==> config.mk <==
export PLATFORM = sky130hd
export DESIGN_NAME = i2c_master_transfer_sequencer_flat
export DESIGN_NICKNAME = d
export VERILOG_FILES = /design/src/hw/rtl/i2cms_pkg.sv /design/src/hw/rtl/i2cms_req_if.sv /design/src/hw/rtl/i2cms_rsp_if.sv /design/src/hw/rtl/i2c_master_transfer_sequencer.sv /design/src/flat_wrapper.sv
export SDC_FILE = /design/constraint.sdc
export NUM_CORES = 1
export LEC_CHECK = 0
export ABC_AREA = 1
export BUFFER_PORTS_ARGS = -buffer_cell sky130_fd_sc_hd__buf_2
export CAP_MARGIN = 20
export CORE_ASPECT_RATIO = 0.6
export CORE_MARGIN = 2
export CORE_UTILIZATION = 50
export DETAILED_ROUTE_END_ITERATION = 12
export GPL_TIMING_DRIVEN = 0
export PLACE_DENSITY = 0.81
export REMOVE_ABC_BUFFERS = 1
export SYNTH_ARGS = -nofsm -noshare
export SYNTH_HDL_FRONTEND = slang
export SYNTH_SLANG_ARGS = --single-unit
==> constraint.sdc <==
create_clock -name clock -period 3.33 [get_ports clock]
set_input_delay 0.4995 -clock clock [delete_from_list [all_inputs] [get_ports clock]]
set_output_delay 0.4995 -clock clock [all_outputs]
set_load 0.05 [all_outputs]
==> src/hw/rtl/i2cms_pkg.sv <==
// Shared types for the I2C master transfer sequencer: event codes, action and
// status codes, and the request and response transfer payloads.
// No dependencies.
package i2cms_pkg;

   localparam int COUNT_WIDTH_DEF = 16;
   localparam logic [7:0] TEN_BIT_TAG = 8'hf0;

   typedef enum logic [1:0] {
      OP_BEGIN        = 2'd0,
      OP_BYTE_DONE    = 2'd1,
      OP_STOP_DONE    = 2'd2,
      OP_WAIT_TIMEOUT = 2'd3
   } op_type;

   typedef enum logic [2:0] {
      ACT_NONE    = 3'd0,
      ACT_START   = 3'd1,
      ACT_RSTART  = 3'd2,
      ACT_SEND    = 3'd3,
      ACT_RX_ACK  = 3'd4,
      ACT_RX_NACK = 3'd5,
      ACT_STOP    = 3'd6,
      ACT_DROP    = 3'd7
   } action_type;

   typedef enum logic [2:0] {
      ST_BUSY      = 3'd0,
      ST_DONE      = 3'd1,
      ST_INVALID   = 3'd2,
      ST_ARB       = 3'd3,
      ST_TIMEOUT   = 3'd4,
      ST_ADDR_NACK = 3'd5,
      ST_DATA_NACK = 3'd6,
      ST_BUS_BUSY  = 3'd7
   } status_type;

   typedef struct packed {
      op_type      operation;
      logic [9:0]  target_address;
      logic        read_not_write;
      logic        ten_bit;
      logic        skip_start;
      logic        skip_stop;
      logic [15:0] byte_count;
      logic        arbitration_lost;
      logic        bus_busy;
      logic        acknowledge_missing;
      logic [7:0]  data_byte;
      logic        stop_timed_out;
   } i2cms_req_type;

   typedef struct packed {
      action_type  action;
      logic [7:0]  out_byte;
      logic        read_valid;
      logic [7:0]  read_byte;
      status_type  status;
      logic        last;
   } i2cms_rsp_type;

endpackage

==> src/hw/rtl/i2cms_req_if.sv <==
// Valid/ready channel that carries bus events into the sequencer.
// Depends on i2cms_pkg for the payload type.
interface i2cms_req_if;
   logic                     valid;
   logic                     ready;
   i2cms_pkg::i2cms_req_type payload;

   modport source (output valid, output payload, input ready);
   modport sink (input valid, input payload, output ready);
endinterface

==> src/hw/rtl/i2cms_rsp_if.sv <==
// Valid/ready channel that carries bus commands and status out of the sequencer.
// Depends on i2cms_pkg for the payload type.
interface i2cms_rsp_if;
   logic                     valid;
   logic                     ready;
   i2cms_pkg::i2cms_rsp_type payload;

   modport source (output valid, output payload, input ready);
   modport sink (input valid, input payload, output ready);
endinterface

==> src/hw/rtl/i2c_master_transfer_sequencer.sv <==
// I2C master transfer sequencer: top level with the event decoder and the
// response queue. Depends on i2cms_pkg, i2cms_req_if and i2cms_rsp_if.
//
// Usage: bus events (begin, byte complete, stop complete, wait timeout) come in
// on req_bus; for each event the block issues one or two responses on rsp_bus,
// each carrying a bus command, an optional received byte and a status. The
// last response of an event has last set. A begin that issues a fresh start gives
// two responses (start or repeated start, then the address byte or a drop).
// Path: an accepted event is held in the input register, then decoded into
// a four-entry response queue whose head drives rsp_bus when it is not empty.
// Throughput: one single-response event per cycle while the receiver takes one
// response per cycle; the rate is set by the response queue, which drains one
// response a cycle, so a two-response event holds the output for both transfers.
// Reset: synchronous, active high; the phase returns to idle, the bus is
// not held, the byte count is zero, stop is wanted and the queue is empty.
// Stall: when rsp_bus.ready is low the head response holds; the queue keeps
// taking decoded events until it cannot hold two more, then req_bus.ready
// falls once the input register is also full. Nothing is dropped.
module i2c_master_transfer_sequencer #(
   parameter int COUNT_WIDTH = i2cms_pkg::COUNT_WIDTH_DEF
) (
   input logic          clock,
   input logic          reset,
   i2cms_req_if.sink    req_bus,
   i2cms_rsp_if.source  rsp_bus
);
   import i2cms_pkg::*;

   typedef enum logic [2:0] {
      PH_IDLE  = 3'd0,
      PH_TAG   = 3'd1,
      PH_ADDR  = 3'd2,
      PH_WRITE = 3'd3,
      PH_READ  = 3'd4,
      PH_STOP  = 3'd5
   } phase_type;

   typedef struct packed {
      phase_type     phase;
      i2cms_rsp_type res;
   } step_type;

   localparam int DEPTH     = 4;
   localparam int PTR_W     = $clog2(DEPTH);
   localparam int CNT_W     = $clog2(DEPTH + 1);

   function automatic i2cms_rsp_type mk_res(action_type act, logic [7:0] byte_val,
                                            status_type st);
      i2cms_rsp_type r;
      r.action     = act;
      r.out_byte   = byte_val;
      r.read_valid = 1'b0;
      r.read_byte  = 8'd0;
      r.status     = st;
      r.last       = 1'b0;
      return r;
   endfunction

   function automatic step_type finish_step(logic stopw);
      step_type s;
      if (stopw) begin
         s.phase = PH_STOP;
         s.res   = mk_res(ACT_STOP, 8'd0, ST_BUSY);
      end else begin
         s.phase = PH_IDLE;
         s.res   = mk_res(ACT_NONE, 8'd0, ST_DONE);
      end
      return s;
   endfunction

   function automatic step_type data_step(logic [COUNT_WIDTH-1:0] cnt, logic rd,
                                          logic stopw, logic [7:0] data);
      step_type s;
      if (cnt == '0) begin
         s = finish_step(stopw);
      end else if (rd) begin
         s.phase = PH_READ;
         s.res   = mk_res((cnt == COUNT_WIDTH'(1)) ? ACT_RX_NACK : ACT_RX_ACK,
                          8'd0, ST_BUSY);
      end else begin
         s.phase = PH_WRITE;
         s.res   = mk_res(ACT_SEND, data, ST_BUSY);
      end
      return s;
   endfunction

   // Input register.
   logic          s1_valid_ff, s1_valid_in;
   i2cms_req_type s1_item_ff;

   // Transfer state.
   phase_type              phase_ff, phase_in;
   logic                   held_ff, held_in;
   logic [COUNT_WIDTH-1:0] rem_ff, rem_in;
   logic                   reading_ff, reading_in;
   logic                   stopw_ff, stopw_in;
   logic [7:0]             low_ff, low_in;

   // Response queue.
   i2cms_rsp_type     fifo_ff [DEPTH];
   logic [PTR_W-1:0]  head_ff, head_in, tail_ff, tail_in;
   logic [CNT_W-1:0]  count_ff, count_in;

   i2cms_rsp_type          r0, r1;
   logic                   two;
   step_type               stp;
   logic [COUNT_WIDTH-1:0] cnt_new, rem_dec;
   logic                   adv, pop, req_take;

   assign pop      = rsp_bus.valid && rsp_bus.ready;
   assign adv      = s1_valid_ff &&
                     ((count_ff <= CNT_W'(DEPTH - 2)) ||
                      (pop && count_ff == CNT_W'(DEPTH - 1)));
   assign req_bus.ready = !s1_valid_ff || adv;
   assign req_take = req_bus.valid && req_bus.ready;
   assign s1_valid_in = req_take || (s1_valid_ff && !adv);

   assign rsp_bus.valid   = (count_ff != '0);
   assign rsp_bus.payload = fifo_ff[head_ff];

   assign cnt_new = COUNT_WIDTH'(s1_item_ff.byte_count);
   assign rem_dec = rem_ff - COUNT_WIDTH'(1);

   // Event decoder: one item against the transfer state.
   always_comb begin
      r0         = mk_res(ACT_NONE, 8'd0, ST_INVALID);
      r1         = mk_res(ACT_NONE, 8'd0, ST_BUSY);
      two        = 1'b0;
      stp        = '0;
      phase_in   = phase_ff;
      held_in    = held_ff;
      rem_in     = rem_ff;
      reading_in = reading_ff;
      stopw_in   = stopw_ff;
      low_in     = low_ff;
      case (s1_item_ff.operation)
         OP_BEGIN: begin
            if (phase_ff != PH_IDLE) begin
               // A begin during a running transfer is rejected.
            end else if (s1_item_ff.skip_start) begin
               if (held_ff) begin
                  reading_in = s1_item_ff.read_not_write;
                  stopw_in   = !s1_item_ff.skip_stop;
                  rem_in     = cnt_new;
                  stp        = data_step(cnt_new, s1_item_ff.read_not_write,
                                         !s1_item_ff.skip_stop, s1_item_ff.data_byte);
                  phase_in   = stp.phase;
                  r0         = stp.res;
               end
            end else if (!held_ff && s1_item_ff.read_not_write && s1_item_ff.ten_bit) begin
               // A 10-bit read needs the bus already held for the tag phase.
            end else if (!held_ff && s1_item_ff.bus_busy) begin
               r0 = mk_res(ACT_NONE, 8'd0, ST_BUS_BUSY);
            end else begin
               reading_in = s1_item_ff.read_not_write;
               stopw_in   = !s1_item_ff.skip_stop;
               rem_in     = cnt_new;
               low_in     = s1_item_ff.target_address[7:0];
               r0         = mk_res(held_ff ? ACT_RSTART : ACT_START, 8'd0, ST_BUSY);
               held_in    = 1'b1;
               two        = 1'b1;
               if (s1_item_ff.arbitration_lost) begin
                  held_in  = 1'b0;
                  phase_in = PH_IDLE;
                  r1       = mk_res(ACT_DROP, 8'd0, ST_ARB);
               end else if (s1_item_ff.ten_bit) begin
                  r1 = mk_res(ACT_SEND, TEN_BIT_TAG |
                              {5'd0, s1_item_ff.target_address[9:8],
                               s1_item_ff.read_not_write}, ST_BUSY);
                  phase_in = s1_item_ff.read_not_write ? PH_ADDR : PH_TAG;
               end else begin
                  r1 = mk_res(ACT_SEND, {s1_item_ff.target_address[6:0],
                                         s1_item_ff.read_not_write}, ST_BUSY);
                  phase_in = PH_ADDR;
               end
            end
         end
         OP_BYTE_DONE: begin
            unique case (phase_ff)
               PH_TAG, PH_ADDR: begin
                  if (s1_item_ff.arbitration_lost) begin
                     held_in  = 1'b0;
                     phase_in = PH_IDLE;
                     r0       = mk_res(ACT_DROP, 8'd0, ST_ARB);
                  end else if (s1_item_ff.acknowledge_missing) begin
                     held_in  = 1'b0;
                     phase_in = PH_IDLE;
                     r0       = mk_res(ACT_DROP, 8'd0, ST_ADDR_NACK);
                  end else if (phase_ff == PH_TAG) begin
                     phase_in = PH_ADDR;
                     r0       = mk_res(ACT_SEND, low_ff, ST_BUSY);
                  end else begin
                     stp      = data_step(rem_ff, reading_ff, stopw_ff,
                                          s1_item_ff.data_byte);
                     phase_in = stp.phase;
                     r0       = stp.res;
                  end
               end
               PH_WRITE: begin
                  if (s1_item_ff.arbitration_lost) begin
                     held_in  = 1'b0;
                     phase_in = PH_IDLE;
                     r0       = mk_res(ACT_DROP, 8'd0, ST_ARB);
                  end else begin
                     rem_in = rem_dec;
                     // A NACK on the final written byte is accepted.
                     if (rem_dec == '0) begin
                        stp      = finish_step(stopw_ff);
                        phase_in = stp.phase;
                        r0       = stp.res;
                     end else if (s1_item_ff.acknowledge_missing) begin
                        held_in  = 1'b0;
                        phase_in = PH_IDLE;
                        r0       = mk_res(ACT_DROP, 8'd0, ST_DATA_NACK);
                     end else begin
                        r0 = mk_res(ACT_SEND, s1_item_ff.data_byte, ST_BUSY);
                     end
                  end
               end
               PH_READ: begin
                  if (s1_item_ff.arbitration_lost) begin
                     held_in  = 1'b0;
                     phase_in = PH_IDLE;
                     r0       = mk_res(ACT_DROP, 8'd0, ST_ARB);
                  end else begin
                     rem_in = rem_dec;
                     if (rem_dec == '0) begin
                        stp      = finish_step(stopw_ff);
                        phase_in = stp.phase;
                        r0       = stp.res;
                     end else begin
                        r0 = mk_res((rem_dec == COUNT_WIDTH'(1)) ? ACT_RX_NACK
                                                                 : ACT_RX_ACK,
                                    8'd0, ST_BUSY);
                     end
                     r0.read_valid = 1'b1;
                     r0.read_byte  = s1_item_ff.data_byte;
                  end
               end
               default: begin
               end
            endcase
         end
         OP_STOP_DONE: begin
            if (phase_ff == PH_STOP) begin
               held_in  = 1'b0;
               phase_in = PH_IDLE;
               r0       = mk_res(ACT_NONE, 8'd0,
                                 s1_item_ff.stop_timed_out ? ST_TIMEOUT : ST_DONE);
            end
         end
         default: begin
            if (phase_ff == PH_STOP) begin
               held_in  = 1'b0;
               phase_in = PH_IDLE;
               r0       = mk_res(ACT_NONE, 8'd0, ST_TIMEOUT);
            end else if (phase_ff != PH_IDLE) begin
               held_in  = 1'b0;
               phase_in = PH_IDLE;
               r0       = mk_res(ACT_DROP, 8'd0, ST_TIMEOUT);
            end
         end
      endcase
      r0.last = !two;
      r1.last = 1'b1;
   end

   always_comb begin
      head_in  = pop ? head_ff + PTR_W'(1) : head_ff;
      tail_in  = tail_ff;
      count_in = count_ff - CNT_W'(pop);
      if (adv) begin
         tail_in  = tail_ff + (two ? PTR_W'(2) : PTR_W'(1));
         count_in = count_in + (two ? CNT_W'(2) : CNT_W'(1));
      end
   end

   always_ff @(posedge clock) begin
      if (req_take) begin
         s1_item_ff <= req_bus.payload;
      end
      if (adv) begin
         fifo_ff[tail_ff] <= r0;
         if (two) begin
            fifo_ff[tail_ff + PTR_W'(1)] <= r1;
         end
         rem_ff <= rem_in;
         low_ff <= low_in;
      end
      if (reset) begin
         s1_valid_ff <= 1'b0;
         head_ff     <= '0;
         tail_ff     <= '0;
         count_ff    <= '0;
         phase_ff    <= PH_IDLE;
         held_ff     <= 1'b0;
         reading_ff  <= 1'b0;
         stopw_ff    <= 1'b1;
         rem_ff      <= '0;
         low_ff      <= '0;
      end else begin
         s1_valid_ff <= s1_valid_in;
         head_ff     <= head_in;
         tail_ff     <= tail_in;
         count_ff    <= count_in;
         if (adv) begin
            phase_ff   <= phase_in;
            held_ff    <= held_in;
            reading_ff <= reading_in;
            stopw_ff   <= stopw_in;
         end
      end
   end

   // The queue never holds more responses than it has entries.
   a_count_bound: assert property (@(posedge clock) disable iff (reset)
      count_ff <= CNT_W'(DEPTH))
      else $error("response queue overflow");

   // Every phase other than idle belongs to a transfer that holds the bus.
   a_phase_held: assert property (@(posedge clock) disable iff (reset)
      phase_ff != PH_IDLE |-> held_ff)
      else $error("active phase without bus mastership");

   // A decoded item is only moved on when the queue has room for both responses.
   a_room: assert property (@(posedge clock) disable iff (reset)
      adv |=> count_ff <= CNT_W'(DEPTH))
      else $error("decoded item moved without queue room");

   // The queue starts empty when reset is released.
   a_reset_empty: assert property (@(posedge clock)
      $past(reset) && !reset |-> count_ff == '0 && !rsp_bus.valid)
      else $error("queue not empty after reset");

endmodule
==> src/flat_wrapper.sv <==
// flat-port wrapper written by rule: the top's interface ports become plain ports
module i2c_master_transfer_sequencer_flat import i2cms_pkg::*;
#(
   parameter int COUNT_WIDTH = i2cms_pkg::COUNT_WIDTH_DEF
)
  (clock, reset, req_bus_valid, req_bus_payload, req_bus_ready, rsp_bus_valid, rsp_bus_payload, rsp_bus_ready);
  i2cms_req_if req_bus_i ();
  i2cms_rsp_if rsp_bus_i ();
  input logic clock;
  input logic reset;
  input wire logic [$bits(req_bus_i.valid)-1:0] req_bus_valid;
  input wire logic [$bits(req_bus_i.payload)-1:0] req_bus_payload;
  output wire logic [$bits(req_bus_i.ready)-1:0] req_bus_ready;
  output wire logic [$bits(rsp_bus_i.valid)-1:0] rsp_bus_valid;
  output wire logic [$bits(rsp_bus_i.payload)-1:0] rsp_bus_payload;
  input wire logic [$bits(rsp_bus_i.ready)-1:0] rsp_bus_ready;
  assign req_bus_i.valid = req_bus_valid;
  assign req_bus_i.payload = req_bus_payload;
  assign req_bus_ready = req_bus_i.ready;
  assign rsp_bus_valid = rsp_bus_i.valid;
  assign rsp_bus_payload = rsp_bus_i.payload;
  assign rsp_bus_i.ready = rsp_bus_ready;
  i2c_master_transfer_sequencer #(.COUNT_WIDTH(COUNT_WIDTH)) u_core (.clock(clock), .reset(reset), .req_bus(req_bus_i), .rsp_bus(rsp_bus_i));
endmodule
==> impl_metrics.py, run 1 <==
metrics = {
    "clock_tree": {
        "cts.path.max_buffers": 2,
        "post_cts_buffers": 0,
        "htree_levels": 4,
        "worst_skew_pair.late_latency_ns": 0.44,
        "tritoncts": "yes",
        "cts_buffers": 17,
        "cts.clk_slew.worst_paths_ns": 0.08,
        "clock-sinks": 180,
        "cts_root_buffer": "clkbuf_16",
        "holdBufCountCts": 0,
    },
    "run": {
        "max-cap-violations": 0,
    },
    "place": {
        "gp_congestion": 0.960,
        "hpwl_mm": 18.3,
        "numPortBuffers": 73,
        "placed_cell_area_um2": 9850,
    },
    "worst_setup_path": {
        "worst-path-max-fanout": 14,
        "worst-r2r-cell-count": 9,
        "critPathCaptureType": "flip-flop",
        "crit_arrival_ns": 3.22,
        "path_class": "flip-flop to flip-flop",
        "start_kind": "flip-flop",
        "required_ns": 3.38,
    },
    "sta": {
        "period_minus_slack_ns": 3.17,
        "tightest_slew_ns": 0.916,
        "post-route-period-util": 0.953,
        "finClkSkew_ns": 0.0141,
        "fmax_mhz": 315,
        "rsz0062_at_grt": "false",
        "finalSetupViolCount": 0,
        "maxSlewHeadroom": 0.389,
        "hold_violations": 0,
        "slew_violations": 0,
        "hold_ws_ns": 0.231,
    },
    "route": {
        "drtPass1Iterations": 6,
        "wirelength_mm": 26.5,
        "antenna_left": 0,
        "vias": 8577,
        "viasPerCell": 5.69,
        "drtIter0Drc": 1212,
        "post-route-drc-count": 0,
        "wire_per_inst_um": 17.6,
    },
    "logic_synthesis": {
        "syn_area_um2": 9260,
        "synth_top_area_share": 0.311,
        "async_flop_share": 0,
        "yosys.cell_types.count": 40,
        "netlist_top_cells_count": "nand2_1, nor2_1, inv_1",
        "avgSynthCellArea_um2": 7.74,
        "synthFlopType": "edfxtp_1",
        "synth-edff-count": 96,
        "ys_seq_area_frac": 0.493,
        "synth_seq_cells": 180,
        "synth_most_common_cell": "nand2_1",
        "syn-instance-count": 1196,
        "synth.area.top_cells": "edfxtp_1, dfxtp_1, nand2_1",
        "synth.largest_area_cell": "edfxtp_1",
        "yosys_warnings": 0,
    },
    "cells_and_area": {
        "final_cell_area_um2": 10500,
        "layout-drive-gt1-share": 0.151,
        "area_delta_synth_final_pct": 13.7,
        "nNetsFinal": 1312,
        "antennaDiodeCount": 0,
    },
    "pwr": {
        "p_per_area_nw_per_um2": 640,
        "switching_power_uw": 2620,
        "p_total_uw": 6740,
        "clkPwrFrac": 0.299,
        "ir_worst_vdd_mv": 0.395,
        "p_comb_frac": 0.299,
        "p_sw_frac": 0.389,
        "internal-power_uw": 4120,
        "pwr-share-seq": 0.402,
        "leakagePower_uw": 0.00474,
    },
    "floorplan": {
        "die_h_um": 109,
        "die_w_um": 180,
        "core_um2": 18100,
        "num_rows": 38,
        "dieArea_um2": 19600,
        "ios": 74,
        "initial_utilization": 0.511,
    },
    "global_routing": {
        "antenna_found_initial": 0,
        "grt_max_degree": 49,
        "grt_overflow": 0,
        "track_usage": 0.265,
        "grt_pass1_vias": 7698,
        "grt_pass1_wl_mm": 40.5,
    },
    "outcome": {
        "status": "complete, no violations",
    },
    "worst_hold_path": {
        "hold_depth": 1,
        "hp-class": "input port to flip-flop",
    },
}
[worst max-delay path, stage by stage (launching register included)]
cell and delay, ns:
edfxtp_1 0.65, nand2_1 0.19, nor2_1 0.16, nor3_1 0.06, inv_1 0.13, nor2_2 0.09
inv_2 0.22, nor2_4 0.15, nor2_2 0.53, clkinvlp_4 0.58
[timing repair]
action,4_1_cts,5_1_grt
gates cloned,0,2
resized for setup,8,7
endpoints found under the setup margin,69,82
pin swaps,0,1
[power by group through the flow]
stage,Sequential [uW],Clock [uW],Combinational (uW)
floorplan,2670,0,1470
global placement,2740,0,1890
detailed placement,2740,0,1960
CTS,2700,2020,1980
global route,2720,2110,2180
finish,2710,2010,2010
[logic make-up after synthesis]
| group | Yosys count | synth area share |
|---|---|---|
| AO/OA/AOI/OAI | 230 | 0.137 |
| XOR/XNOR | 2 | 0.00189 |
| adder cells (fa/ha/maj) | 9 | 0.0130 |
| buffers and inverters | 177 | 0.0741 |
| flip-flops | 180 | 0.493 |
| AND/OR/NAND/NOR | 598 | 0.281 |
[layout by cell type, fill, tap and decap left out, types with 2 or more instances in the layout]
| master | instances |
|---|---|
| nand2_1 | 300 |
| nor2_1 | 180 |
| inv_1 | 111 |
| edfxtp_1 | 96 |
| o21ai_0 | 89 |
| dfxtp_1 | 82 |
| buf_2 | 73 |
| a21oi_1 | 66 |
| nand3_1 | 38 |
| o22ai_1 | 23 |
| nor2_2 | 17 |
| clkbuf_16 | 17 |
| o21ai_1 | 16 |
| inv_2 | 14 |
| nand2_2 | 14 |
| a211oi_1 | 14 |
| nor2_4 | 11 |
| nor3_1 | 10 |
| o211ai_1 | 10 |
| clkinv_1 | 9 |
| nand4_1 | 9 |
| ha_1 | 8 |
| nand3_2 | 6 |
| nor3_4 | 5 |
| a22oi_1 | 4 |
| clkinv_4 | 4 |
| inv_6 | 4 |
| a31oi_1 | 3 |
| clkinvlp_4 | 3 |
| nor4_1 | 2 |
| nand3_4 | 2 |
| o2111ai_1 | 2 |
| inv_4 | 2 |
| buf_8 | 2 |
| buf_6 | 2 |
[final timing paths]
| path | slack, ns | endpoint | start |
|---|---|---|---|
| setup / recovery | 0.16 | u_core.fifo_ff[0][1] | u_core.s1_item_ff[30] |
| hold / removal | 0.23 | u_core.cnt_new[6] | req_bus_payload[18] |
| setup reg to reg | 0.16 | u_core.fifo_ff[0][1] | u_core.s1_item_ff[30] |
| hold reg to reg | 0.45 | u_core.fifo_ff[2][6] | u_core.fifo_ff[2][6] |
[layer usage]
layer	wire, um	track usage
met3	3490	0.0752
met5	0	0
met2	10500	0.367
met4	520	0.0900
met1	12000	0.394
[through the flow]
| step | utilization | TNS [ns] | cells | setup WS, ns |
|---|---|---|---|---|
| floorplan | - | 0 | 1155 | 0.0123 |
| global placement | 0.538 | -150.36 | 1468 | -1.34 |
| detailed placement | 0.544 | -36.54 | 1473 | -0.826 |
| CTS | 0.578 | 0 | 1505 | 0.0155 |
| global route | 0.581 | 0 | 1508 | 0.00655 |
| finish | 0.581 | 0 | 1508 | 0.158 |
[registers in the layout, summed over array words and instances (netlist names), named ones only]
name                flops
u_core.s1_valid_ff      1
u_core.stopw_ff         1
u_core.fifo_ff         96
u_core.tail_ff          2
u_core.phase_ff         3
u_core.s1_item_ff      28
u_core.cnt_new         16
u_core.head_ff          2
u_core.count_ff         3
u_core.reading_ff       1
u_core.low_ff           8
u_core.rem_ff          16
u_core.held_ff          1
[final cells by class]
| class | instances | area, um^2 |
|---|---|---|
| clock buffers | 18 | 439 |
| clock inverters | 14 | 144 |
| inverters | 136 | 522 |
| repair buffers | 79 | 465 |
| flip-flops and latches | 180 | 4570 |
| fillers | 1563 | 7590 |
| well taps | 240 | 300 |
| repair inverters | 1 | 5.00 |
| multi-input cells | 840 | 4080 |
(Power assumes the default switching activity.)
==> inputs of run 2 (changes only) <==
--- a/config.mk
+++ b/config.mk
@@ -8,7 +8,6 @@
 export ABC_AREA = 1
 export BUFFER_PORTS_ARGS = -buffer_cell sky130_fd_sc_hd__buf_2
 export CAP_MARGIN = 20
-export CORE_ASPECT_RATIO = 0.6
 export CORE_MARGIN = 2
 export CORE_UTILIZATION = 50
 export DETAILED_ROUTE_END_ITERATION = 12
==> run 2 against run 1 <==
Against the previous run: utilization is 0.18 points higher; register-to-register slack better by 0.06 ns; count of clock-buffer cells in the layout is 3 higher; wire length is 8.5% lower; global-route usage is 1.6 points lower; combinational power hardly changed; worst hold slack worse by 0.0018 ns; via count is 3.0% lower; non-clock buffer count is 1 higher; design area is 0.15% higher; sequential share of layout area is 0.067 points lower.
==> impl_metrics.py, run 2 (synthesis results as in run 1) <==
metrics = {
    "route": {
        "wl_met1_mm": 10.2,
        "drtPass1Iterations": 7,
        "wire_per_inst_um": 16.2,
        "vias": 8323,
        "drtIter0Drc": 859,
        "highest_layer": "met4",
        "wirelength_mm": 24.3,
        "wl_met3_mm": 2.01,
        "wl_met2_mm": 11.3,
        "antenna_left": 0,
        "post-route-drc-count": 0,
        "viasPerCell": 5.56,
    },
    "sta": {
        "hold_violations": 0,
        "fin_ws_ns": 0.214,
        "final.setup.tns_ns": 0,
        "finClkSkew_ns": 0.0112,
        "slew_violations": 0,
        "period_minus_slack_ns": 3.12,
        "rsz0062_at_grt": "false",
        "fmax_mhz": 321,
        "tightest_slew_ns": 0.889,
        "post-route-period-util": 0.936,
        "finalSetupViolCount": 0,
        "maxSlewHeadroom": 0.406,
    },
    "place": {
        "hpwl_mm": 16.6,
        "numPortBuffers": 73,
        "gp_congestion": 0.958,
        "place_inst": 1463,
        "dp_slack_ns": -0.439,
    },
    "pwr": {
        "ir_worst_vdd_mv": 0.402,
        "p_per_area_nw_per_um2": 647,
        "leakagePower_uw": 0.00477,
        "p_total_uw": 6820,
    },
    "worst_setup_path": {
        "required_ns": 3.65,
        "cp_cell_sequence": "nand3b_1 > nand3_2 > inv_1 > nand2_1 > clkinv_1 > nor2_2 > inv_2 > nor2_1 > nor2_1",
        "path_buf_inv": 3,
        "cp_top_family": "simple AND/OR/NAND/NOR gates",
        "crit_arrival_ns": 3.44,
        "critPathCaptureType": "flip-flop",
        "slowest_delay_ns": 0.66,
        "cp_common_cell": "nor2_1",
        "path_class": "flip-flop to flip-flop",
        "start_kind": "flip-flop",
        "cp_slowest_cell": "nor2_2",
        "worst-path-max-fanout": 16,
    },
    "global_routing": {
        "grt_pass1_vias": 7850,
        "track_usage": 0.249,
        "grt_max_degree": 49,
        "antenna_found_initial": 0,
        "grt_overflow": 0,
        "grt_pass1_wl_mm": 38.8,
    },
    "clock_tree": {
        "post_cts_buffers": 0,
        "cts_root_buffer": "clkbuf_16",
        "cts_buffers": 17,
        "htree_levels": 4,
        "tritoncts": "yes",
        "holdBufCountCts": 0,
        "cts.clk_slew.worst_paths_ns": 0.07,
        "cts_resized": 4,
        "cts.path.max_buffers": 2,
        "clock-sinks": 180,
        "worst_skew_pair.late_latency_ns": 0.44,
    },
    "cells_and_area": {
        "nNetsFinal": 1311,
        "num-fill-cells": 1538,
        "final_common_cell": "nand2_1",
        "reg.largest.list": "u_core.fifo_ff x96, u_core.s1_item_ff x28",
        "regMostFlops": "u_core.fifo_ff",
        "seq_area_um2": 4570,
        "multi_input_area_um2": 4040,
        "fin_cells": 1496,
        "layout_common_cells": "nand2_1, nor2_1, inv_1",
        "antennaDiodeCount": 0,
        "area_delta_synth_final_pct": 13.9,
        "layout-drive-gt1-share": 0.149,
        "largest_register_ffs": 96,
    },
    "floorplan": {
        "num_rows": 49,
        "ios": 74,
        "initial_utilization": 0.512,
        "dieArea_um2": 19600,
        "die_h_um": 140,
        "core_um2": 18100,
        "die_w_um": 140,
    },
    "worst_hold_path": {
        "hp-class": "input port to flip-flop",
    },
    "outcome": {
        "status": "complete, no violations",
    },
    "run": {
        "max-cap-violations": 0,
    },
}
run 2: cell types whose count changed in the layout (fill, tap and decap cells not counted), sizes merged:
cell | before | now
clkinv | 14 | 12
clkinvlp | 4 | 2
nor2 | 209 | 208
buf | 79 | 80
clkbuf | 18 | 21
run 2: path summary, 6_finish.rpt:
check | slack, ns | cells past startpoint | from | to
max | 0.21 | 9 | u_core.count_ff[1] | u_core.fifo_ff[2][0]
min | 0.23 | 1 | req_bus_payload[40] | u_core.s1_item_ff[40]
max reg2reg | 0.21 | 9 | u_core.count_ff[1] | u_core.fifo_ff[2][0]
min reg2reg | 0.45 | 2 | u_core.fifo_ff[2][8] | u_core.fifo_ff[2][8]
run 2: area by class of cell:
type | count | area share
multi-input combinational | 839 | 0.384
timing repair buffer | 80 | 0.0459
inverter | 136 | 0.0492
clock inverter | 11 | 0.0118
sequential | 180 | 0.434
tap | 229 | 0.0272
clock buffer | 21 | 0.0488
run 2: power breakdown:
group          internal (uW)  switching (uW)
sequential              2510             180
clock                   1210             930
combinational            531            1460
total                   4250            2570
run 2: per-stage QoR:
| step | hold slack (ns) | utilization | cell area [um^2] |
|---|---|---|---|
| 6_report | 0.229 | 0.583 | 10500 |
| 5_1_grt | 0.218 | 0.583 | 10500 |
| 4_1_cts | 0.220 | 0.581 | 10500 |
| 3_5_place_dp | 0.433 | 0.545 | 9850 |
| 3_3_place_gp | 0.429 | 0.538 | 9730 |
| 2_1_floorplan | 0.420 | - | 9080 |
run 2: routing by layer:
metal,vias to the layer above,global-route usage
li1,4058,-
met1,3805,0.329
met2,398,0.412
met3,62,0.0434
met4,0,0.0973
met5,-,0
run 2: worst register-to-register path, stage by stage (launching register included):
cell and delay [ns]:
dfxtp_1 0.33, nand3b_1 0.11, nand3_2 0.30, inv_1 0.08
nand2_1 0.37, clkinv_1 0.62, nor2_2 0.67, inv_2 0.30
nor2_1 0.16, nor2_1 0.05
